File: src/design/vdu_pkg.sv
// vdu_pkg: shared types, constants and helpers of the vector distance unit
// used by every module of the block; no dependencies
`timescale 1ns / 1ps
`default_nettype none

package vdu_pkg;

    localparam int ELEM_WIDTH   = 16;
    localparam int SUM_WIDTH    = 48;
    localparam int COUNT_WIDTH  = 13;
    localparam int METRIC_WIDTH = 3;
    localparam int QUEUE_DEPTH  = 4;

    typedef logic signed [SUM_WIDTH-1:0] sum_t;
    typedef logic [COUNT_WIDTH-1:0] count_t;

    localparam sum_t   SUM_MAX   = {1'b0, {(SUM_WIDTH-1){1'b1}}};
    localparam sum_t   SUM_MIN   = {1'b1, {(SUM_WIDTH-1){1'b0}}};
    localparam count_t COUNT_MAX = {COUNT_WIDTH{1'b1}};
    localparam sum_t   ONE_Q16   = sum_t'(65536);

    typedef enum logic [METRIC_WIDTH-1:0] {
        METRIC_DOT     = 3'd0,
        METRIC_NEG_DOT = 3'd1,
        METRIC_SQ_L2   = 3'd2,
        METRIC_L2      = 3'd3,
        METRIC_COSINE  = 3'd4,
        METRIC_L1      = 3'd5,
        METRIC_HAMMING = 3'd6,
        METRIC_NORM_A  = 3'd7
    } metric_t;

    // finished sums of one vector pair, handed from front to back
    typedef struct packed {
        sum_t    dot;
        sum_t    a_sq;
        sum_t    b_sq;
        sum_t    diff_sq;
        sum_t    abs_diff;
        count_t  neq;
        metric_t metric;
    } snap_t;

    typedef struct packed {
        logic empty;
        logic almost_full;
    } queue_status_t;

    function automatic sum_t sat_add(input sum_t s, input logic signed [33:0] t);
        logic signed [SUM_WIDTH:0] w;
        w = (SUM_WIDTH+1)'(s) + (SUM_WIDTH+1)'(t);
        if (w[SUM_WIDTH] != w[SUM_WIDTH-1])
            return w[SUM_WIDTH] ? SUM_MIN : SUM_MAX;
        return w[SUM_WIDTH-1:0];
    endfunction

endpackage

`default_nettype wire

File: src/design/vdu_front.sv
// vdu_front: takes element pairs, forms products in one stage and
// accumulates the six sums in the next; depends on vdu_pkg
`timescale 1ns / 1ps
`default_nettype none

module vdu_front
    import vdu_pkg::*;
(
    input  logic                         clk,
    input  logic                         rst_n,
    input  logic signed [ELEM_WIDTH-1:0] elem_a,
    input  logic signed [ELEM_WIDTH-1:0] elem_b,
    input  logic                         last,
    input  logic                         in_valid,
    output logic                         in_stall,
    input  metric_t                      metric,
    input  queue_status_t                qstat,
    output logic                         push,
    output snap_t                        push_data
);

    logic accept;
    logic signed [ELEM_WIDTH:0] diff;
    logic [ELEM_WIDTH-1:0] abs_diff;

    logic s1_valid_reg;
    logic s1_last_reg;
    logic signed [31:0] s1_dot_reg;
    logic [31:0] s1_asq_reg;
    logic [31:0] s1_bsq_reg;
    logic [31:0] s1_dsq_reg;
    logic [ELEM_WIDTH-1:0] s1_absd_reg;
    logic s1_neq_reg;

    sum_t dot_reg, asq_reg, bsq_reg, dsq_reg, absd_reg;
    sum_t dot_next, asq_next, bsq_next, dsq_next, absd_next;
    count_t neq_reg, neq_next;

    // the queue keeps one slot free for the pair still in the product stage
    assign in_stall = qstat.almost_full;
    assign accept   = in_valid & ~qstat.almost_full;

    assign diff     = (ELEM_WIDTH+1)'(elem_a) - (ELEM_WIDTH+1)'(elem_b);
    assign abs_diff = diff[ELEM_WIDTH] ? ELEM_WIDTH'(-diff) : ELEM_WIDTH'(diff);

    always_ff @(posedge clk or negedge rst_n)
    begin
        if (!rst_n)
            s1_valid_reg <= 1'b0;
        else
            s1_valid_reg <= accept;
    end

    always_ff @(posedge clk)
    begin
        if (accept)
        begin
            s1_last_reg <= last;
            s1_dot_reg  <= 32'(elem_a) * 32'(elem_b);
            s1_asq_reg  <= 32'(32'(elem_a) * 32'(elem_a));
            s1_bsq_reg  <= 32'(32'(elem_b) * 32'(elem_b));
            s1_dsq_reg  <= 32'(abs_diff) * 32'(abs_diff);
            s1_absd_reg <= abs_diff;
            s1_neq_reg  <= (elem_a != elem_b);
        end
    end

    always_comb
    begin
        dot_next  = sat_add(dot_reg, 34'(s1_dot_reg));
        asq_next  = sat_add(asq_reg, 34'(s1_asq_reg));
        bsq_next  = sat_add(bsq_reg, 34'(s1_bsq_reg));
        dsq_next  = sat_add(dsq_reg, 34'(s1_dsq_reg));
        absd_next = sat_add(absd_reg, {10'b0, s1_absd_reg, 8'b0});
        neq_next  = (s1_neq_reg && neq_reg != COUNT_MAX) ? neq_reg + 1'b1 : neq_reg;
    end

    always_ff @(posedge clk or negedge rst_n)
    begin
        if (!rst_n)
        begin
            dot_reg  <= '0;
            asq_reg  <= '0;
            bsq_reg  <= '0;
            dsq_reg  <= '0;
            absd_reg <= '0;
            neq_reg  <= '0;
        end
        else if (s1_valid_reg)
        begin
            if (s1_last_reg)
            begin
                dot_reg  <= '0;
                asq_reg  <= '0;
                bsq_reg  <= '0;
                dsq_reg  <= '0;
                absd_reg <= '0;
                neq_reg  <= '0;
            end
            else
            begin
                dot_reg  <= dot_next;
                asq_reg  <= asq_next;
                bsq_reg  <= bsq_next;
                dsq_reg  <= dsq_next;
                absd_reg <= absd_next;
                neq_reg  <= neq_next;
            end
        end
    end

    assign push = s1_valid_reg & s1_last_reg;

    always_comb
    begin
        push_data.dot      = dot_next;
        push_data.a_sq     = asq_next;
        push_data.b_sq     = bsq_next;
        push_data.diff_sq  = dsq_next;
        push_data.abs_diff = absd_next;
        push_data.neq      = neq_next;
        push_data.metric   = metric;
    end

endmodule

`default_nettype wire

File: config.mk
export PLATFORM = sky130hd
export DESIGN_NAME = vdu_front
export DESIGN_NICKNAME = d
export VERILOG_FILES = /design/src/design/vdu_pkg.sv /design/src/design/vdu_front.sv
export SDC_FILE = /design/constraint.sdc
export NUM_CORES = 2
export LEC_CHECK = 0
export ABC_AREA = 1
export BUFFER_PORTS_ARGS = -buffer_cell sky130_fd_sc_hd__clkbuf_2
export CAP_MARGIN = 20
export CORE_UTILIZATION = 27
export CTS_BUF_LIST = sky130_fd_sc_hd__clkbuf_4
export DETAILED_ROUTE_END_ITERATION = 10
export GPL_TIMING_DRIVEN = 0
export HOLD_SLACK_MARGIN = 0.03
export PLACE_DENSITY_LB_ADDON = 0.25
export SETUP_SLACK_MARGIN = 0.15
export SKIP_CTS_REPAIR_TIMING = 1
export SYNTH_ARGS = -nofsm -noshare
export SYNTH_HDL_FRONTEND = slang
export SYNTH_SLANG_ARGS = --single-unit
File: constraint.sdc
create_clock -name clk -period 3.5 [get_ports clk]
set_input_delay 0.175 -clock clk [delete_from_list [all_inputs] [get_ports clk]]
set_output_delay 0.175 -clock clk [all_outputs]
set_load 0.1 [all_outputs]
==> results.sh <==
export IMPL_dp_cells=11900
export IMPL_wl_per_cell_um=18.4
export IMPL_grt_pass1_vias=58200
export IMPL_vias_per_cell=4.58
export IMPL_syn2layout_area_growth_pct=22.2
export IMPL_synth_fa_ha_area_share_pct=38.6
export IMPL_yosysWarnings=0
export IMPL_seqCellArea_sq_um=10600
export IMPL_final_max_slew_violation_count=0
export IMPL_overflow=0
export IMPL_rsz0062_at_grt="yes"
export IMPL_relSlewSlack_pct=22.2
export IMPL_syn_area_sq_um=64800
export IMPL_wl_met2_um=104000
export IMPL_violations="design-rule violations, negative setup slack"
export IMPL_fin_cells=12300
export IMPL_synth_edf_count=142
export IMPL_ys_seq_area_share_pct=16.4
export IMPL_wl_met3_um=12300
export IMPL_status="finished with violations"
export IMPL_dieArea_sq_um=242000
export IMPL_cts_tree="done"
export IMPL_grt_first_pass_wirelength_um=346000
export IMPL_syn_inst=8401
export IMPL_drc=54
export IMPL_postLayoutSetupSlackWorst_ns=-3.01
export IMPL_numPortBuffers=294
export IMPL_clockBufferDepth=3
export IMPL_fmax_mhz=154
export IMPL_clkLatencyLatePin_ns=1.24
export IMPL_cts_root_buf="clkbuf_4"
export IMPL_routed_top_layer="met5"
export IMPL_cp_required_ns=4.41
export IMPL_nets=10500
export IMPL_end_kind="flip-flop"
export IMPL_drive_gt1_share_pct=17.3
export IMPL_reg2reg_to="absd_reg[17]"
export IMPL_regToRegSetupSlack_ns=-0.26
export IMPL_critPathSlowestCell="fa_1"
export IMPL_hpwl_um=190000
export IMPL_path_max_fanout=7
export IMPL_synth_top_cell_area_share_pct=28.0
export IMPL_maxCapViolations=0
export IMPL_dieHeight_um=492
export IMPL_num_fill_cells=25400
export IMPL_num_vias=56400
export IMPL_arrival_ns=7.42
export IMPL_die_width_um=492
export IMPL_crit_family="adder cells"
export IMPL_clkTransAtPathRegs_ns=0.06
export IMPL_setup_worst_path_start_class="input port"
export IMPL_first_iter_violations=3585
export IMPL_holdPathEnd="s1_dot_reg[31]"
export IMPL_worstHoldStart="elem_b[14]"
export IMPL_core_region_area_sq_um=238000
export IMPL_synthFlopType="dfrtp_1"
export IMPL_drtAntennaViolNets=0
export IMPL_grtUsageTotal_pct=18.6
export IMPL_rows=179
export IMPL_r2r_cells=16
export IMPL_synth_area_leaders="fa_1 (28%), nand2_1 (13%), inv_1 (11%), ha_1 (11%), dfrtp_1 (9.8%)"
export IMPL_avgSynthCellArea_sq_um=7.72
export IMPL_syn_num_nets=9896
export IMPL_min_path_cells=5
export IMPL_synth_common_cells="nand2_1 (2208), inv_1 (1853), fa_1 (906)"
export IMPL_synth_simple_area_share_pct=20.0
export IMPL_setup_viol=383
export IMPL_post_route_period_util_pct=186
export IMPL_cts_buffers=121
export IMPL_critical_path_class="in -> reg"
export IMPL_place_congestion=0.945
export IMPL_initial_core_util_pct=27.2
export IMPL_cts_num_sinks=396
export IMPL_grt_max_degree=97
export IMPL_crit_path_max_incr_delay_ns=0.58
export IMPL_hold_viol_final=0
export IMPL_hold_path_class="in -> reg"
export IMPL_cp_buffers_inverters=10
export IMPL_multi_input_area_sq_um=49700
export IMPL_synthArstFlopShare_pct=64.1
export IMPL_synth_top_family_by_area="adder cells"
export IMPL_grt_antenna_before_repair=29
export IMPL_drt_pass1_iter_count=11
export IMPL_synth_xor_area_share_pct=4.92
export IMPL_synth_compound_area_share_pct=7.68
export IMPL_htreeDepth=3
export IMPL_wl_um=227000
export IMPL_io_pins=299
export IMPL_finClkSkew_ns=0.192
export IMPL_synth_most_common_cell="nand2_1"
export IMPL_synthMuxAreaShare_pct=0
export IMPL_synth_distinct_cells=59
export IMPL_layout_min_cycle_time_ns=6.51
export IMPL_reg2reg_from="s1_dsq_reg[0]"
export IMPL_worst_pin_slew_ns=1.17
export IMPL_synth_seq_cells=396
export IMPL_synth_top_area_cell="fa_1"
export IMPL_wl_met1_um=105000
[routing by layer]
layer  vias up  GRT usage (%)
li1      27000              -
met1     27800           25.8
met2      1347           30.1
met3       263           2.74
met4         6           5.00
met5         -              0
[stage by stage]
step,setup TNS [ns],hold slack [ns],setup WS [ns],instance area [sq um],util [%]
finish,-445.45,0.0921,-3.01,79200,33.2
global route,-551.34,0.0396,-3.17,79200,33.2
CTS,-574.04,-1.28,-3.98,75100,31.5
detailed placement,-372.30,0.0720,-5.34,73600,30.9
global placement,-1579.95,0.422,-5.30,73200,30.7
floorplan,-172.08,-0.121,-3.48,67800,-
[cell type report]
| class | instances | share of cell area (%) |
|---|---|---|
| sequential | 396 | 13.4 |
| tap | 3167 | 5.00 |
| inverter | 1877 | 9.06 |
| clock inverter | 46 | 0.319 |
| timing repair buffer | 522 | 4.91 |
| multi-input combinational | 5913 | 62.7 |
| antenna | 8 | 0.0253 |
| clock buffer | 178 | 1.69 |
| buffer | 215 | 2.87 |
[cells in the final DEF (no fill, tap or decap), types with 145 or more instances in the layout]
cell type,count
xnor2_1,145
clkbuf_4,185
nand2_1,2060
fa_1,874
nand3_1,213
ha_1,428
a21oi_1,287
dfrtp_1,254
clkbuf_2,282
o21ai_0,227
xor2_1,195
buf_4,175
inv_1,1760
nor2_1,474
[worst max-delay path by stage]
stage               cells after the start  slack [ns]       start              to
floorplan                              35       -3.48   elem_a[0]  s1_dsq_reg[28]
global placement                       32       -5.30  elem_a[15]  s1_dsq_reg[29]
detailed placement                     31       -5.34  elem_b[14]  s1_dsq_reg[29]
CTS                                    31       -3.98  elem_b[14]  s1_dsq_reg[29]
global route                           42       -3.17   elem_a[0]  s1_dsq_reg[28]
finish                                 39       -3.01   elem_a[0]  s1_dsq_reg[28]
[logic make-up (layout without fill, tap and decap cells)]
family / Yosys count / count (layout)
flip-flops: 396 / 396
XOR/XNOR: 355 / 355
adder cells (fa/ha/maj): 1454 / 1454
buffers and inverters: 2092 / 2838
AND/OR/NAND/NOR: 3216 / 3216
other: 0 / 8
AO/OA/AOI/OAI: 888 / 888
[worst min-delay path, stage by stage]
cell and delay [ns]:
buf_4 0.16, a31o_2 0.18, xnor2_1 0.12, xor2_1 0.15
xor2_1 0.22
Power is left out: the tool's default activity adds up to more than one toggle a clock period on the data nets, which glitch-free logic cannot reach.
