File: config.mk
export PLATFORM = sky130hd
export DESIGN_NAME = vdu_back
export DESIGN_NICKNAME = d
export VERILOG_FILES = /design/src/design/vdu_pkg.sv /design/src/design/vdu_back.sv
export SDC_FILE = /design/constraint.sdc
export NUM_CORES = 2
export LEC_CHECK = 0
export BUFFER_PORTS_ARGS = -buffer_cell sky130_fd_sc_hd__buf_2
export CAP_MARGIN = 0
export CORE_ASPECT_RATIO = 0.5
export CORE_MARGIN = 3
export CORE_UTILIZATION = 59
export CTS_CLUSTER_SIZE = 28
export DETAILED_ROUTE_END_ITERATION = 16
export GPL_TIMING_DRIVEN = 0
export PLACE_DENSITY_LB_ADDON = 0.2
export SLEW_MARGIN = 20
export SYNTH_ARGS = -nofsm -noshare
export SYNTH_HDL_FRONTEND = slang
export SYNTH_SLANG_ARGS = --single-unit
File: constraint.sdc
create_clock -name clk -period 8.1 [get_ports clk]
set_input_delay 0.81 -clock clk [delete_from_list [all_inputs] [get_ports clk]]
set_output_delay 0.81 -clock clk [all_outputs]
set_load 0.02 [all_outputs]
File: src/design/vdu_pkg.sv
// vdu_pkg: shared types, constants and helpers of the vector distance unit
// used by every module of the block; no dependencies
`timescale 1ns / 1ps
`default_nettype none

package vdu_pkg;

    localparam int ELEM_WIDTH   = 16;
    localparam int SUM_WIDTH    = 48;
    localparam int COUNT_WIDTH  = 13;
    localparam int METRIC_WIDTH = 3;
    localparam int QUEUE_DEPTH  = 4;

    typedef logic signed [SUM_WIDTH-1:0] sum_t;
    typedef logic [COUNT_WIDTH-1:0] count_t;

    localparam sum_t   SUM_MAX   = {1'b0, {(SUM_WIDTH-1){1'b1}}};
    localparam sum_t   SUM_MIN   = {1'b1, {(SUM_WIDTH-1){1'b0}}};
    localparam count_t COUNT_MAX = {COUNT_WIDTH{1'b1}};
    localparam sum_t   ONE_Q16   = sum_t'(65536);

    typedef enum logic [METRIC_WIDTH-1:0] {
        METRIC_DOT     = 3'd0,
        METRIC_NEG_DOT = 3'd1,
        METRIC_SQ_L2   = 3'd2,
        METRIC_L2      = 3'd3,
        METRIC_COSINE  = 3'd4,
        METRIC_L1      = 3'd5,
        METRIC_HAMMING = 3'd6,
        METRIC_NORM_A  = 3'd7
    } metric_t;

    // finished sums of one vector pair, handed from front to back
    typedef struct packed {
        sum_t    dot;
        sum_t    a_sq;
        sum_t    b_sq;
        sum_t    diff_sq;
        sum_t    abs_diff;
        count_t  neq;
        metric_t metric;
    } snap_t;

    typedef struct packed {
        logic empty;
        logic almost_full;
    } queue_status_t;

    function automatic sum_t sat_add(input sum_t s, input logic signed [33:0] t);
        logic signed [SUM_WIDTH:0] w;
        w = (SUM_WIDTH+1)'(s) + (SUM_WIDTH+1)'(t);
        if (w[SUM_WIDTH] != w[SUM_WIDTH-1])
            return w[SUM_WIDTH] ? SUM_MIN : SUM_MAX;
        return w[SUM_WIDTH-1:0];
    endfunction

endpackage

`default_nettype wire

File: src/design/vdu_back.sv
// vdu_back: turns finished sums into the selected distance, with an
// iterative square root and divider; depends on vdu_pkg
`timescale 1ns / 1ps
`default_nettype none

module vdu_back
    import vdu_pkg::*;
(
    input  logic          clk,
    input  logic          rst_n,
    input  snap_t         head,
    input  queue_status_t qstat,
    output logic          pop,
    output logic          out_valid,
    input  logic          out_stall,
    output sum_t          distance
);

    typedef enum logic [5:0] {
        B_IDLE = 6'b000001,
        B_SQRT = 6'b000010,
        B_MUL  = 6'b000100,
        B_CMP  = 6'b001000,
        B_DIV  = 6'b010000,
        B_OUT  = 6'b100000
    } bstate_t;

    bstate_t state_reg, state_next;
    metric_t metric_reg, metric_next;
    sum_t    dot_reg, dot_next;
    sum_t    bsq_reg, bsq_next;
    sum_t    res_reg, res_next;
    logic [63:0] x_reg, x_next;
    logic [63:0] root_reg, root_next;
    logic [31:0] ra_reg, ra_next;
    logic [31:0] rb_reg, rb_next;
    logic [63:0] den_reg, den_next;
    logic [63:0] rem_reg, rem_next;
    logic [31:0] q_reg, q_next;
    logic [4:0]  step_reg, step_next;
    logic        pass_reg, pass_next;

    logic [63:0] bit_val, trial, sq_x, sq_root;
    logic [64:0] rem2;
    logic [31:0] q_step;
    logic [SUM_WIDTH-1:0] num;
    logic [31:0] q_cap;

    assign num = dot_reg[SUM_WIDTH-1] ? SUM_WIDTH'(-dot_reg) : SUM_WIDTH'(dot_reg);

    // one square root step: settles the next result bit of the root
    always_comb
    begin
        bit_val = 64'(1) << (6'd62 - {step_reg, 1'b0});
        trial   = root_reg + bit_val;
        if (x_reg >= trial)
        begin
            sq_x    = x_reg - trial;
            sq_root = (root_reg >> 1) + bit_val;
        end
        else
        begin
            sq_x    = x_reg;
            sq_root = root_reg >> 1;
        end
    end

    // one quotient bit per step
    always_comb
    begin
        rem2 = {rem_reg, 1'b0};
        if (rem2 >= {1'b0, den_reg})
            q_step = {q_reg[30:0], 1'b1};
        else
            q_step = {q_reg[30:0], 1'b0};
        q_cap = (q_step > 32'(ONE_Q16)) ? 32'(ONE_Q16) : q_step;
    end

    always_comb
    begin
        state_next  = state_reg;
        metric_next = metric_reg;
        dot_next    = dot_reg;
        bsq_next    = bsq_reg;
        res_next    = res_reg;
        x_next      = x_reg;
        root_next   = root_reg;
        ra_next     = ra_reg;
        rb_next     = rb_reg;
        den_next    = den_reg;
        rem_next    = rem_reg;
        q_next      = q_reg;
        step_next   = step_reg;
        pass_next   = pass_reg;
        pop         = 1'b0;

        unique case (state_reg)
            B_IDLE:
            begin
                if (!qstat.empty)
                begin
                    pop         = 1'b1;
                    metric_next = head.metric;
                    dot_next    = head.dot;
                    bsq_next    = head.b_sq;
                    root_next   = '0;
                    step_next   = '0;
                    pass_next   = 1'b0;
                    state_next  = B_OUT;
                    unique case (head.metric)
                        METRIC_DOT:     res_next = head.dot;
                        METRIC_NEG_DOT: res_next = (head.dot == SUM_MIN) ? SUM_MAX : -head.dot;
                        METRIC_SQ_L2:   res_next = head.diff_sq;
                        METRIC_L2:
                        begin
                            res_next = '0;
                            x_next   = {head.diff_sq, 16'b0};
                            if (head.diff_sq > 0)
                                state_next = B_SQRT;
                        end
                        METRIC_COSINE:
                        begin
                            res_next = ONE_Q16;
                            x_next   = {head.a_sq, 16'b0};
                            if (head.a_sq > 0 && head.b_sq > 0)
                                state_next = B_SQRT;
                        end
                        METRIC_L1:      res_next = head.abs_diff;
                        METRIC_HAMMING: res_next = sum_t'({head.neq, 16'b0});
                        METRIC_NORM_A:
                        begin
                            res_next = '0;
                            x_next   = {head.a_sq, 16'b0};
                            if (head.a_sq > 0)
                                state_next = B_SQRT;
                        end
                    endcase
                end
            end
            B_SQRT:
            begin
                x_next    = sq_x;
                root_next = sq_root;
                step_next = step_reg + 1'b1;
                if (step_reg == 5'd31)
                begin
                    if (metric_reg != METRIC_COSINE)
                    begin
                        res_next   = sum_t'(sq_root[31:0]);
                        state_next = B_OUT;
                    end
                    else if (!pass_reg)
                    begin
                        // first root done, start on the norm of b
                        ra_next   = sq_root[31:0];
                        x_next    = {bsq_reg, 16'b0};
                        root_next = '0;
                        pass_next = 1'b1;
                    end
                    else
                    begin
                        rb_next    = sq_root[31:0];
                        state_next = B_MUL;
                    end
                end
            end
            B_MUL:
            begin
                den_next   = 64'(ra_reg) * 64'(rb_reg);
                state_next = B_CMP;
            end
            B_CMP:
            begin
                rem_next  = 64'(num);
                q_next    = '0;
                step_next = '0;
                if (den_reg == '0)
                begin
                    res_next   = ONE_Q16;
                    state_next = B_OUT;
                end
                else if (64'(num) >= den_reg)
                begin
                    res_next   = dot_reg[SUM_WIDTH-1] ? ONE_Q16 + ONE_Q16 : '0;
                    state_next = B_OUT;
                end
                else
                    state_next = B_DIV;
            end
            B_DIV:
            begin
                rem_next  = (rem2 >= {1'b0, den_reg}) ? 64'(rem2 - {1'b0, den_reg})
                                                      : rem2[63:0];
                q_next    = q_step;
                step_next = step_reg + 1'b1;
                if (step_reg == 5'd31)
                begin
                    res_next   = dot_reg[SUM_WIDTH-1] ? ONE_Q16 + sum_t'(q_cap)
                                                      : ONE_Q16 - sum_t'(q_cap);
                    state_next = B_OUT;
                end
            end
            B_OUT:
            begin
                if (!out_stall)
                    state_next = B_IDLE;
            end
            default: state_next = B_IDLE;
        endcase
    end

    always_ff @(posedge clk or negedge rst_n)
    begin
        if (!rst_n)
            state_reg <= B_IDLE;
        else
            state_reg <= state_next;
    end

    always_ff @(posedge clk)
    begin
        metric_reg <= metric_next;
        dot_reg    <= dot_next;
        bsq_reg    <= bsq_next;
        res_reg    <= res_next;
        x_reg      <= x_next;
        root_reg   <= root_next;
        ra_reg     <= ra_next;
        rb_reg     <= rb_next;
        den_reg    <= den_next;
        rem_reg    <= rem_next;
        q_reg      <= q_next;
        step_reg   <= step_next;
        pass_reg   <= pass_next;
    end

    assign out_valid = (state_reg == B_OUT);
    assign distance  = res_reg;

    a_div_nonzero: assert property (@(posedge clk) disable iff (!rst_n)
        (state_reg == B_DIV) |-> den_reg != '0)
        else $error("divide with zero denominator");

    a_cosine_range: assert property (@(posedge clk) disable iff (!rst_n)
        (out_valid && metric_reg == METRIC_COSINE)
            |-> (res_reg >= 0 && res_reg <= ONE_Q16 + ONE_Q16))
        else $error("cosine distance out of range");

endmodule

`default_nettype wire

==> results.cfg <==
[synth]
syn-cell-area_um2 = 70610
synth_cell_types = 80
synth_ff_type = edfxtp_1
syn_area_per_cell_um2 = 9.048
synth-seq-cells = 510
yosysSeqAreaShare_pct = 21.65
synth_warnings = 0
synth_edf_count = 504
synthCells = 7804
async_flop_share_pct = 1.176

[place]
port_buffers = 309
gp_congestion = 1.095
hpwl_um = 222400

[route]
drt_iter0_drc = 7990
dr.pass1.iters = 8
viasPerCell = 6.301
drtAntennaViolNets = 0
route.detailed.drc = 0
wl_met1_um = 105100
dr_wl_met3_um = 38630
highest_layer = met5
drt-total-wl_um = 275900
wire_per_inst_um = 27.61
dr_wl_met2_um = 115200
vias = 62978

[timing]
hold_viol = 0
report.final.slew_viol_count = 0
slew_headroom_pct = 16.46
fin_crit_sh_pct = 104.0
setup_slack_ns = -0.3269
period_needed_ns = 8.427
setup_violations = 16
fmax_mhz = 118.7
rsz0062_at_grt = yes
worst_pin_slew_ns = 1.242
skew_ns = 0.08379
tns_ns = -2.618

[critical_path]
cp.arrival_ns = 8.82
cp_num_buf_inv = 8
critPathRequiredTime_ns = 8.49
crit_top_cell = fa_1
crit_family = adder cells
critPathCaptureType = register
cp_max_fo = 4
worst_path_largest_cell_delay_ns = 0.61
startpoint_type = register
worstSetupPathType = reg -> reg
cp_slowest_cell = fa_1

[finish]
multi_input_area_um2 = 50870
layout_commonest_cell = inv_1
fillerInstances = 9747
syn2layout_area_growth_pct = 12.79
seq_area_um2 = 15290
layout_common_cells = 1,058 x inv_1, 860 x fa_1, 836 x nand2_1
fin_util_pct = 67.28
drive_above_1_share_pct = 11.82
nets = 10026

[floorplanning]
die_area_um2 = 124100
die_y_um = 250.6
start_util_pct = 59.65
core-area_um2 = 118400
num_rows = 89
die_w_um = 495.2
pin_count = 311

[power]
total_leakage_power_nw = 35.66
powerDensity_nw_per_um2 = 134.7
ir_drop_v = 0.0002285

[global_routing]
grt_antenna_before_repair = 32
grt_usage_pct = 43.91
grt_pass1_vias = 61362
grt_max_degree = 55
grt-ovfl-total = 0
grt_pass1_wl_um = 400600

[run_status]
failed_checks = negative setup slack
status = finished with violations

[clock_tree]
insertion_delay_ns = 0.70
h-tree-depth = 2
cts_buffers = 54
cts_tree = done
clockBufferDepth = 3
clkSinkCount = 510
root_buffer = clkbuf_16
clkTransAtPathRegs_ns = 0.07

[run]
max_cap_violations = 0

[hold_path]
hold_class = in -> reg
## synthesized netlist by cell type, types with 53 or more instances
cell type	number	area, um2
clkbuf_1	366	1374
fa_1	898	17980
a21oi_1	460	2302
nand2_1	841	3157
a21o_1	141	1059
nand3_1	86	430.4
o21bai_1	53	397.9
nor4_1	92	575.6
inv_1	1076	4039
a31oi_1	100	625.6
o21ai_0	352	1762
xnor2_1	227	1988
edfxtp_1	504	15130
nor2_1	448	1682
xor2_1	156	1366
and2_1	634	3966
ha_1	518	6481
nor3_1	61	305.3
nand4_1	83	519.3
## worst register-to-register path, delay by kind of cell, from the launching register on
family	cells	cell delay [ns]
and+or+nand+nor	4	0.38
buffers and inverters	8	1.13
adders and majority gates	9	4.45
xor gates and xnor gates	1	0.09
DFF	1	0.56
AOI/OAI and AO/OA	8	1.61
## routing by layer
metal  GRT usage, %  vias up
met2          63.88     4243
met3          13.46      816
met1          59.51    30793
met5              0        -
li1               -    27108
met4          21.95       18
## power by group
group	total (mW)	leakage (nW)	internal (mW)	switching, mW
logic	4.41	30.0	1.43	2.97
registers	3.71	4.77	3.39	0.321
clock network	2.62	0.861	1.42	1.20
## final timing paths
| path | from | endpoint | slack [ns] | cells after the start |
|---|---|---|---|---|
| worst min register to register | q_reg[27] | q_reg[28] | 0.54 | 1 |
| worst max register to register | rb_reg[7] | den_reg[61] | -0.33 | 30 |
| worst max-delay path | rb_reg[7] | den_reg[61] | -0.33 | 30 |
| max in group asynchronous | rst_n | state_reg[0] | 7.25 | 2 |
| worst min-delay path | head[138] | bsq_reg[26] | 0.31 | 1 |
| min in group asynchronous | rst_n | state_reg[4] | 0.62 | 2 |
## repair_timing
action / in CTS / in global routing
gates resized for setup: 506 / 140
pin swaps: 79 / 55
gates cloned: 2 / 0
setup endpoints to repair: 254 / 242
setup buffers: 118 / 48
hold buffers: 1 / 0
endpoints found under the hold margin: 5 / 0
## per-stage QoR
stage                     cells  hold slack, ns  instance area [um2]  total power, mW  worst slack [ns]
after floorplan            7805          0.4858                70610            6.264            0.1238
after global placement     9706          0.5172                74150            7.808            -2.447
after detailed placement   9722          0.5415                74510            7.854            -2.012
after CTS                  9939          0.2824                78820            10.50           -0.1824
after global routing       9989          0.2925                79630            11.12           -0.4502
final                      9995          0.3098                79640            10.73           -0.3269
## logic make-up (layout without fill, tap and decap cells)
logic type | after synthesis | count (layout) | synth area share [%]
other | 2 | 15 | 0.01064
buffers and inverters | 1468 | 2054 | 7.825
muxes | 39 | 39 | 0.5564
and+or+nand+nor | 2478 | 2478 | 17.31
adders and majority gates | 1416 | 1416 | 34.64
AOI/OAI and AO/OA | 1508 | 1508 | 13.26
xor gates and xnor gates | 383 | 383 | 4.751
DFF | 510 | 510 | 21.65
## area by class of cell
type,instances,area share [%]
Multi-Input combinational cell,5827,63.88
Sequential cell,510,19.19
Inverter,1077,5.089
Timing Repair Buffer,493,3.972
Buffer,386,3.093
Tap cell,1592,2.501
Clock buffer,67,1.783
Clock inverter,31,0.4540
Antenna cell,12,0.03771
Note: power is estimated with default switching activity, not from simulation.
