<file path="config.mk">
export PLATFORM = sky130hd
export DESIGN_NAME = vdu_queue
export DESIGN_NICKNAME = d
export VERILOG_FILES = /design/src/design/vdu_pkg.sv /design/src/design/vdu_queue.sv
export SDC_FILE = /design/constraint.sdc
export NUM_CORES = 1
export LEC_CHECK = 0
export BUFFER_PORTS_ARGS = -buffer_cell sky130_fd_sc_hd__buf_2
export CORE_ASPECT_RATIO = 1.4
export CORE_MARGIN = 2
export CORE_UTILIZATION = 35
export DETAILED_ROUTE_END_ITERATION = 16
export SYNTH_ARGS = -nofsm -noshare
export SYNTH_HDL_FRONTEND = slang
export SYNTH_SLANG_ARGS = --single-unit
</file>
<file path="constraint.sdc">
create_clock -name clk -period 8.8 [get_ports clk]
set_input_delay 0.44 -clock clk [delete_from_list [all_inputs] [get_ports clk]]
set_output_delay 0.44 -clock clk [all_outputs]
set_load 0.03 [all_outputs]
</file>
<file path="src/design/vdu_pkg.sv">
// vdu_pkg: shared types, constants and helpers of the vector distance unit
// used by every module of the block; no dependencies
`timescale 1ns / 1ps
`default_nettype none

package vdu_pkg;

    localparam int ELEM_WIDTH   = 16;
    localparam int SUM_WIDTH    = 48;
    localparam int COUNT_WIDTH  = 13;
    localparam int METRIC_WIDTH = 3;
    localparam int QUEUE_DEPTH  = 4;

    typedef logic signed [SUM_WIDTH-1:0] sum_t;
    typedef logic [COUNT_WIDTH-1:0] count_t;

    localparam sum_t   SUM_MAX   = {1'b0, {(SUM_WIDTH-1){1'b1}}};
    localparam sum_t   SUM_MIN   = {1'b1, {(SUM_WIDTH-1){1'b0}}};
    localparam count_t COUNT_MAX = {COUNT_WIDTH{1'b1}};
    localparam sum_t   ONE_Q16   = sum_t'(65536);

    typedef enum logic [METRIC_WIDTH-1:0] {
        METRIC_DOT     = 3'd0,
        METRIC_NEG_DOT = 3'd1,
        METRIC_SQ_L2   = 3'd2,
        METRIC_L2      = 3'd3,
        METRIC_COSINE  = 3'd4,
        METRIC_L1      = 3'd5,
        METRIC_HAMMING = 3'd6,
        METRIC_NORM_A  = 3'd7
    } metric_t;

    // finished sums of one vector pair, handed from front to back
    typedef struct packed {
        sum_t    dot;
        sum_t    a_sq;
        sum_t    b_sq;
        sum_t    diff_sq;
        sum_t    abs_diff;
        count_t  neq;
        metric_t metric;
    } snap_t;

    typedef struct packed {
        logic empty;
        logic almost_full;
    } queue_status_t;

    function automatic sum_t sat_add(input sum_t s, input logic signed [33:0] t);
        logic signed [SUM_WIDTH:0] w;
        w = (SUM_WIDTH+1)'(s) + (SUM_WIDTH+1)'(t);
        if (w[SUM_WIDTH] != w[SUM_WIDTH-1])
            return w[SUM_WIDTH] ? SUM_MIN : SUM_MAX;
        return w[SUM_WIDTH-1:0];
    endfunction

endpackage

`default_nettype wire

</file>
<file path="src/design/vdu_queue.sv">
// vdu_queue: short register queue of finished sums between front and back
// depends on vdu_pkg
`timescale 1ns / 1ps
`default_nettype none

module vdu_queue
    import vdu_pkg::*;
#(
    parameter int DEPTH = QUEUE_DEPTH
)
(
    input  logic          clk,
    input  logic          rst_n,
    input  logic          push,
    input  snap_t         push_data,
    input  logic          pop,
    output snap_t         head,
    output queue_status_t qstat
);

    localparam int PW = (DEPTH > 1) ? $clog2(DEPTH) : 1;
    localparam int CW = $clog2(DEPTH + 1);

    snap_t entry_reg [DEPTH];
    logic [PW-1:0] wr_ptr_reg, rd_ptr_reg;
    logic [CW-1:0] count_reg;

    assign head              = entry_reg[rd_ptr_reg];
    assign qstat.empty       = (count_reg == '0);
    assign qstat.almost_full = (count_reg >= CW'(DEPTH - 1));

    always_ff @(posedge clk)
    begin
        if (push)
            entry_reg[wr_ptr_reg] <= push_data;
    end

    always_ff @(posedge clk or negedge rst_n)
    begin
        if (!rst_n)
        begin
            wr_ptr_reg <= '0;
            rd_ptr_reg <= '0;
            count_reg  <= '0;
        end
        else
        begin
            if (push)
                wr_ptr_reg <= (wr_ptr_reg == PW'(DEPTH - 1)) ? '0 : wr_ptr_reg + 1'b1;
            if (pop)
                rd_ptr_reg <= (rd_ptr_reg == PW'(DEPTH - 1)) ? '0 : rd_ptr_reg + 1'b1;
            count_reg <= count_reg + CW'(push) - CW'(pop);
        end
    end

    a_no_overflow: assert property (@(posedge clk) disable iff (!rst_n)
        push |-> (count_reg < CW'(DEPTH)) || pop)
        else $error("queue push while full");

    a_no_underflow: assert property (@(posedge clk) disable iff (!rst_n)
        pop |-> count_reg != '0)
        else $error("queue pop while empty");

endmodule

`default_nettype wire

</file>
==> out/qor.yml, run 1 <==
yosys-top-cells-area: "edfxtp_1, mux4_2, mux4_1, buf_6, dfrtp_1"
worstPathArrival_ns: 3.78
yosysMostFrequentCell: "edfxtp_1"
startpoint_type: "flip-flop"
cts_buffers: 98
maxSlewViolCount: 0
place_hpwl_um: 49970
whs_endpoint: "rd_ptr_reg[0]$_DFFE_PN0P_"
synth-async-reset-ratio: 0.006790
slowest_delay_ns: 0.83
skew_ns: 0.02392
wl_per_cell_um: 21.88
fmax_ghz: 0.2372
grt_max_degree: 139
io_pins: 518
tightest_slew_ns: 1.172
pwr-share-clk: 0.259
drtAntennaViolNets: 0
crit_fanout: 119
synth_top_area_cell: "edfxtp_1"
viasPerCell: 4.765
p_int_w: 0.01044
p_leak_nw: 16.47
cts_tree: "done"
min_path_type: "in2reg"
clk_latency_ns: 0.69
r2r-end: "entry_reg[2][116]$_DFFE_PP_"
power_density_nw_per_um2: 333.3
grt.total_usage: 0.1462
post-route-min-period_ns: 4.215
grt_pass1_vias: 19640
holdPathStages: 2
hold_path.startpoint: "pop"
post-route-period-util: 0.4790
drive_gt1_frac: 0.3647
clk_pin_slew_ns: 0.06
slew_headroom: 0.2187
r2r_setup_slack_ns: 5.60
r2r-start: "wr_ptr_reg[0]$_DFFE_PN0P_"
die_y_um: 392.8
critical_path_class: "reg2out"
swShare: 0.3437
fill_cells: 9056
h-tree-depth: 3
peakVddDrop_uv: 283.7
rsz0062_at_grt: "false"
multiInputGateArea_um2: 6401
areaGrowthSynthToFinish_pct: 26.30
synth_commonest_cells: "edfxtp_1, mux4_2, mux4_1"
row_count: 142
finalSetupViolCount: 0
synthFlopType: "edfxtp_1"
die_w_um: 281.7
instances_no_fill: 3742
fin_nets: 2480
synth_edf_count: 1024
drt_pass1_iterations: 4
reg2regPathDepth: 5
drt_iter0_drc: 871
timing.final.hold_violations: 0
cts_root_buffer: "clkbuf_16"
antenna_found_initial: 18
die_area_um2: 110700
postSynthAreaPerCell_um2: 27.47
via_count: 17830
synth_nets: 1645
initial_core_util: 0.3528
crit_chain: "buf_4, buf_12, mux4_1, buf_2"
ctsResizeCount: 0
io_buffer_count: 517
synthCells: 1376
drv_cap: 0
ys_seq_elements: 1031
tns_ns: 0
p_seq_frac: 0.408
drt-total-wl_um: 81870
switchingPower_w: 0.005470
globalplace.congestion: 0.7289
cts_max_path_buffers: 3
seq_area_um2: 30930
cp-end-kind: "output port"
grt_pass1_wl_um: 120500
largest_reg_flops: 1024
drc: 0
core_area_um2: 107100
cp.required_ns: 8.36
combPwrFrac: 0.333
synth_area_um2: 37800
ys_warn_count: 0
clock-sinks: 1031
overflow: 0
status: "finished clean"
crit_slowest_cell: "dfrtp_4"
synth.distinct_cells: 19
ys_seq_area_frac: 0.8181
netlist.area_leader.share: 0.8135
dp.cells: 3294
## critical path: cells and delay by family, from the launching register on
family | cells | cell delay, ns
multiplexers | 1 | 0.50
buffers and inverters | 3 | 1.24
flip-flops | 1 | 0.83
## cell families after synthesis
kind of cell,count (synthesis),share of synthesized area
AOI/OAI and AO/OA,3,0.0003971
xor gates and xnor gates,1,0.0002317
adders and majority gates,9,0.003178
buffers and inverters,65,0.01281
DFF,1031,0.8181
muxes,258,0.1639
and+or+nand+nor,9,0.001324
## per-layer routing
layer	track usage	part of all wire
met4	0.07215	0.045
met5	0	0.0011
met3	0.04176	0.067
met1	0.1635	0.37
met2	0.2548	0.52
## through the flow
stage	total power (W)	util	instance area, µm²	worst slack (ns)	hold slack, ns
after floorplan	0.01054	-	37800	1.731	0.1444
after global placement	0.01185	0.3918	41980	5.334	0.2864
after detailed placement	0.01190	0.3918	41980	5.317	0.2871
after CTS	0.01616	0.4454	47720	4.543	0.01705
after global routing	0.01658	0.4456	47740	4.474	0.04977
final	0.01591	0.4456	47740	4.585	0.08564
## final cells by class
type | instances | area share
inverter | 7 | 0.0005504
antenna | 10 | 0.0005242
multi-input combinational | 280 | 0.1341
timing repair buffer | 793 | 0.1129
clock buffer | 116 | 0.05367
tap | 1440 | 0.03774
clock inverter | 65 | 0.01263
sequential | 1031 | 0.6479
## worst max-delay path by stage
stage / start / to / slack (ns) / cells past startpoint
finish: rd_ptr_reg[1]$_DFFE_PN0P_ / head[66] / 4.58 / 4
global route: rd_ptr_reg[1]$_DFFE_PN0P_ / head[66] / 4.47 / 4
detailed placement: rd_ptr_reg[1]$_DFFE_PN0P_ / head[66] / 5.32 / 4
CTS: rd_ptr_reg[1]$_DFFE_PN0P_ / head[66] / 4.54 / 4
global placement: rd_ptr_reg[1]$_DFFE_PN0P_ / head[66] / 5.33 / 4
floorplan: wr_ptr_reg[0]$_DFFE_PN0P_ / entry_reg[2][0]$_DFFE_PP_ / 1.73 / 3
## timing repair
action,in CTS,in global routing
endpoints found under the hold margin,1031,0
hold buffers,257,0
endpoints found under the setup margin,0,0
setup buffers,0,0
## cell usage in the layout, fill, tap and decap left out, drive strengths merged, types with 3 or more instances in the layout
master and count:
clkbuf 116, diode 10, edfxtp 1024, ha 8, dlygate4sd3 257, buf 536
o21ai 3, bufinv 7, inv 13, mux4 256, clkinv 50, dfrtp 7
and2 4
## power by group through the flow
| stage | logic (W) | registers, W | clock network (W) |
|---|---|---|---|
| after global placement | 0.00530 | 0.00654 | 0 |
| after global routing | 0.00562 | 0.00655 | 0.00442 |
| after detailed placement | 0.00531 | 0.00660 | 0 |
| final | 0.00530 | 0.00649 | 0.00412 |
| after CTS | 0.00543 | 0.00649 | 0.00424 |
| after floorplan | 0.00384 | 0.00671 | 0 |
Note: power is estimated with default switching activity, not from simulation.
==> run 2, diff against run 1 <==
==> constraint.sdc (replaced) <==
create_clock -name clk -period 4.31 [get_ports clk]
set_input_delay 0.2155 -clock clk [delete_from_list [all_inputs] [get_ports clk]]
set_output_delay 0.2155 -clock clk [all_outputs]
set_load 0.03 [all_outputs]
==> run 2 against run 1 <==
Clock-buffer cell count fell by 2. Largest power group unchanged. First-iteration DRC count rose by 44%. Combinational power rose by 110%. Largest cell class unchanged. Global-route usage rose by 0.47 points. Non-clock buffer count rose by 48. Final cell count rose by 0.80%. Critical path type unchanged. Critical path depth fell by 1.
==> out/qor.yml, run 2 (same netlist as run 1, synthesis figures left out) <==
status: "finished clean"
p_leak_nw: 16.77  # +1.8%
critical_path_class: "reg2out"
cts_max_path_buffers: 3  # unchanged
io_pins: 518  # unchanged
slew_headroom: 0.3343  # +0.1156
gr-usage-met1: 0.1700  # +0.006496
tightest_slew_ns: 0.9985  # -0.1734 ns
clock-sinks: 1031  # unchanged
post-route-min-period_ns: 3.174
drt_pass1_iterations: 4  # unchanged
die_w_um: 281.7  # unchanged
wl_per_cell_um: 22.39  # +2.4%
skew_ns: 0.02965  # +0.005733 ns
postCtsSetupBuffers: 0  # unchanged
hold_path.startpoint: "push_data[37]"
tns_ns: 0  # unchanged
drt-total-wl_um: 84470  # +3.2%
reg2regPathDepth: 4  # -1
drive_gt1_frac: 0.3750  # +0.01025
rsz0062_at_grt: "false"
fill_cells: 8976  # -0.88%
die_area_um2: 110700  # unchanged
largest_reg_flops: 1024  # unchanged
min_path_type: "in2reg"
cts_tree: "done"
power_density_nw_per_um2: 686.5  # +110%
multiInputGateArea_um2: 6401  # unchanged
cp-end-kind: "output port"
drv_cap: 0  # unchanged
cts_root_buffer: "clkbuf_16"
drtAntennaViolNets: 0  # unchanged
globalplace.congestion: 0.7530  # +3.3%
setup_ws_ns: 1.136  # -3.448 ns
die_y_um: 392.8  # unchanged
met3_usage: 0.03547  # -0.006297
r2r_setup_slack_ns: 2.03  # -3.57 ns
holdBufCountCts: 260  # +1.2%
drt_iter0_drc: 1254  # +44%
r2r-end: "entry_reg[1][134]$_DFFE_PP_"
final_cell_mix: "edfxtp_1, buf_2, dlygate4sd3_1"
clk_latency_ns: 0.68  # about the same
initial_core_util: 0.3528  # unchanged
worstPathArrival_ns: 2.96  # -0.82 ns
r2r-start: "wr_ptr_reg[1]$_DFFE_PN0P_"
whs_endpoint: "entry_reg[0][37]$_DFFE_PP_"
overflow: 0  # unchanged
place_hpwl_um: 54460  # +9.0%
fin_nets: 2525  # +1.8%
timing.final.hold_violations: 0  # unchanged
grt_max_degree: 66  # -53%
whs_ns: 0.2820  # +0.1964 ns
startpoint_type: "flip-flop"
seq_area_um2: 30930  # unchanged
h-tree-depth: 3  # unchanged
place_ws_ns: 1.791  # -3.526 ns
grt_pass1_vias: 19630  # -0.087%
peakVddDrop_uv: 522.7  # +84%
finalSetupViolCount: 0  # unchanged
drc: 0  # unchanged
fmax_ghz: 0.3151
cts_buffers: 95  # -3.1%
clk_pin_slew_ns: 0.06  # about the same
grt_pass1_wl_um: 123600  # +2.6%
cp.required_ns: 4.09  # -4.27 ns
io_buffer_count: 517  # unchanged
holdPathStages: 2  # unchanged
post-route-period-util: 0.7364
crit_fanout: 65  # -45%
ctsResizeCount: 0  # unchanged
viasPerCell: 4.758  # -0.14%
core_area_um2: 107100  # unchanged
use_met2: 0.2736  # +0.01881
final_common_cell: "edfxtp_1"
maxSlewViolCount: 0  # unchanged
grt.total_usage: 0.1510  # +0.004708
row_count: 142  # unchanged
via_count: 17950  # +0.66%
top_usage_layer: "met2"
antenna_found_initial: 7  # -11
areaGrowthSynthToFinish_pct: 27.80
==> run 2: cell types whose count changed in the layout (fill, tap and decap cells not counted), sizes merged <==
cell,change
dlygate4sd3,+3
clkbuf,-2
diode,-6
clkinv,-19
clkinvlp,+1
buf,+45
bufinv,+9
inv,-1
==> run 2: worst max-delay path by stage <==
stage / from / endpoint / slack [ns] / cells past startpoint
3_3_place_gp: rd_ptr_reg[0]$_DFFE_PN0P_ / head[117] / 1.78 / 4
4_1_cts: rd_ptr_reg[0]$_DFFE_PN0P_ / head[116] / 1.02 / 4
2_1_floorplan: wr_ptr_reg[0]$_DFFE_PN0P_ / entry_reg[0][0]$_DFFE_PP_ / 0.12 / 3
3_5_place_dp: rd_ptr_reg[0]$_DFFE_PN0P_ / head[53] / 1.79 / 3
6_report: rd_ptr_reg[0]$_DFFE_PN0P_ / head[100] / 1.14 / 3
5_1_grt: rd_ptr_reg[0]$_DFFE_PN0P_ / head[159] / 0.98 / 4
==> run 2: layout make-up <==
class	instances	area share
Timing Repair Buffer	841	0.1220
Antenna cell	4	0.0002072
Tap cell	1440	0.03730
Clock inverter	55	0.01595
Sequential cell	1031	0.6403
Inverter	7	0.0005439
Multi-Input combinational cell	280	0.1325
Clock buffer	114	0.05113
==> run 2: critical path, cell delays in order, from the launching register on <==
cell and delay (ns):
dfrtp_4 0.78, buf_12 0.47, mux4_1 0.67, buf_2 0.21
==> run 2: layer usage <==
layer / vias to the layer above / part of all wire / routed length [µm]
li1: 7862 / - / -
met1: 9457 / 0.37 / 31450
met2: 481 / 0.54 / 45580
met3: 143 / 0.057 / 4797
met4: 4 / 0.031 / 2618
met5: - / 0.00032 / 27
==> run 2: report_power, final <==
group	internal, W	switching (W)
clock	0.00508	0.00364
sequential	0.0128	0.000508
combinational	0.00400	0.00713
==> run 2: per-stage QoR <==
stage / area, µm² / utilization / std cells / power, W
floorplan: 37810 / - / 1376 / 0.02127
global placement: 42450 / 0.3963 / 3339 / 0.02454
detailed placement: 42450 / 0.3963 / 3339 / 0.02468
CTS: 48300 / 0.4508 / 3768 / 0.03370
global route: 48310 / 0.4509 / 3771 / 0.03453
finish: 48310 / 0.4509 / 3772 / 0.03316
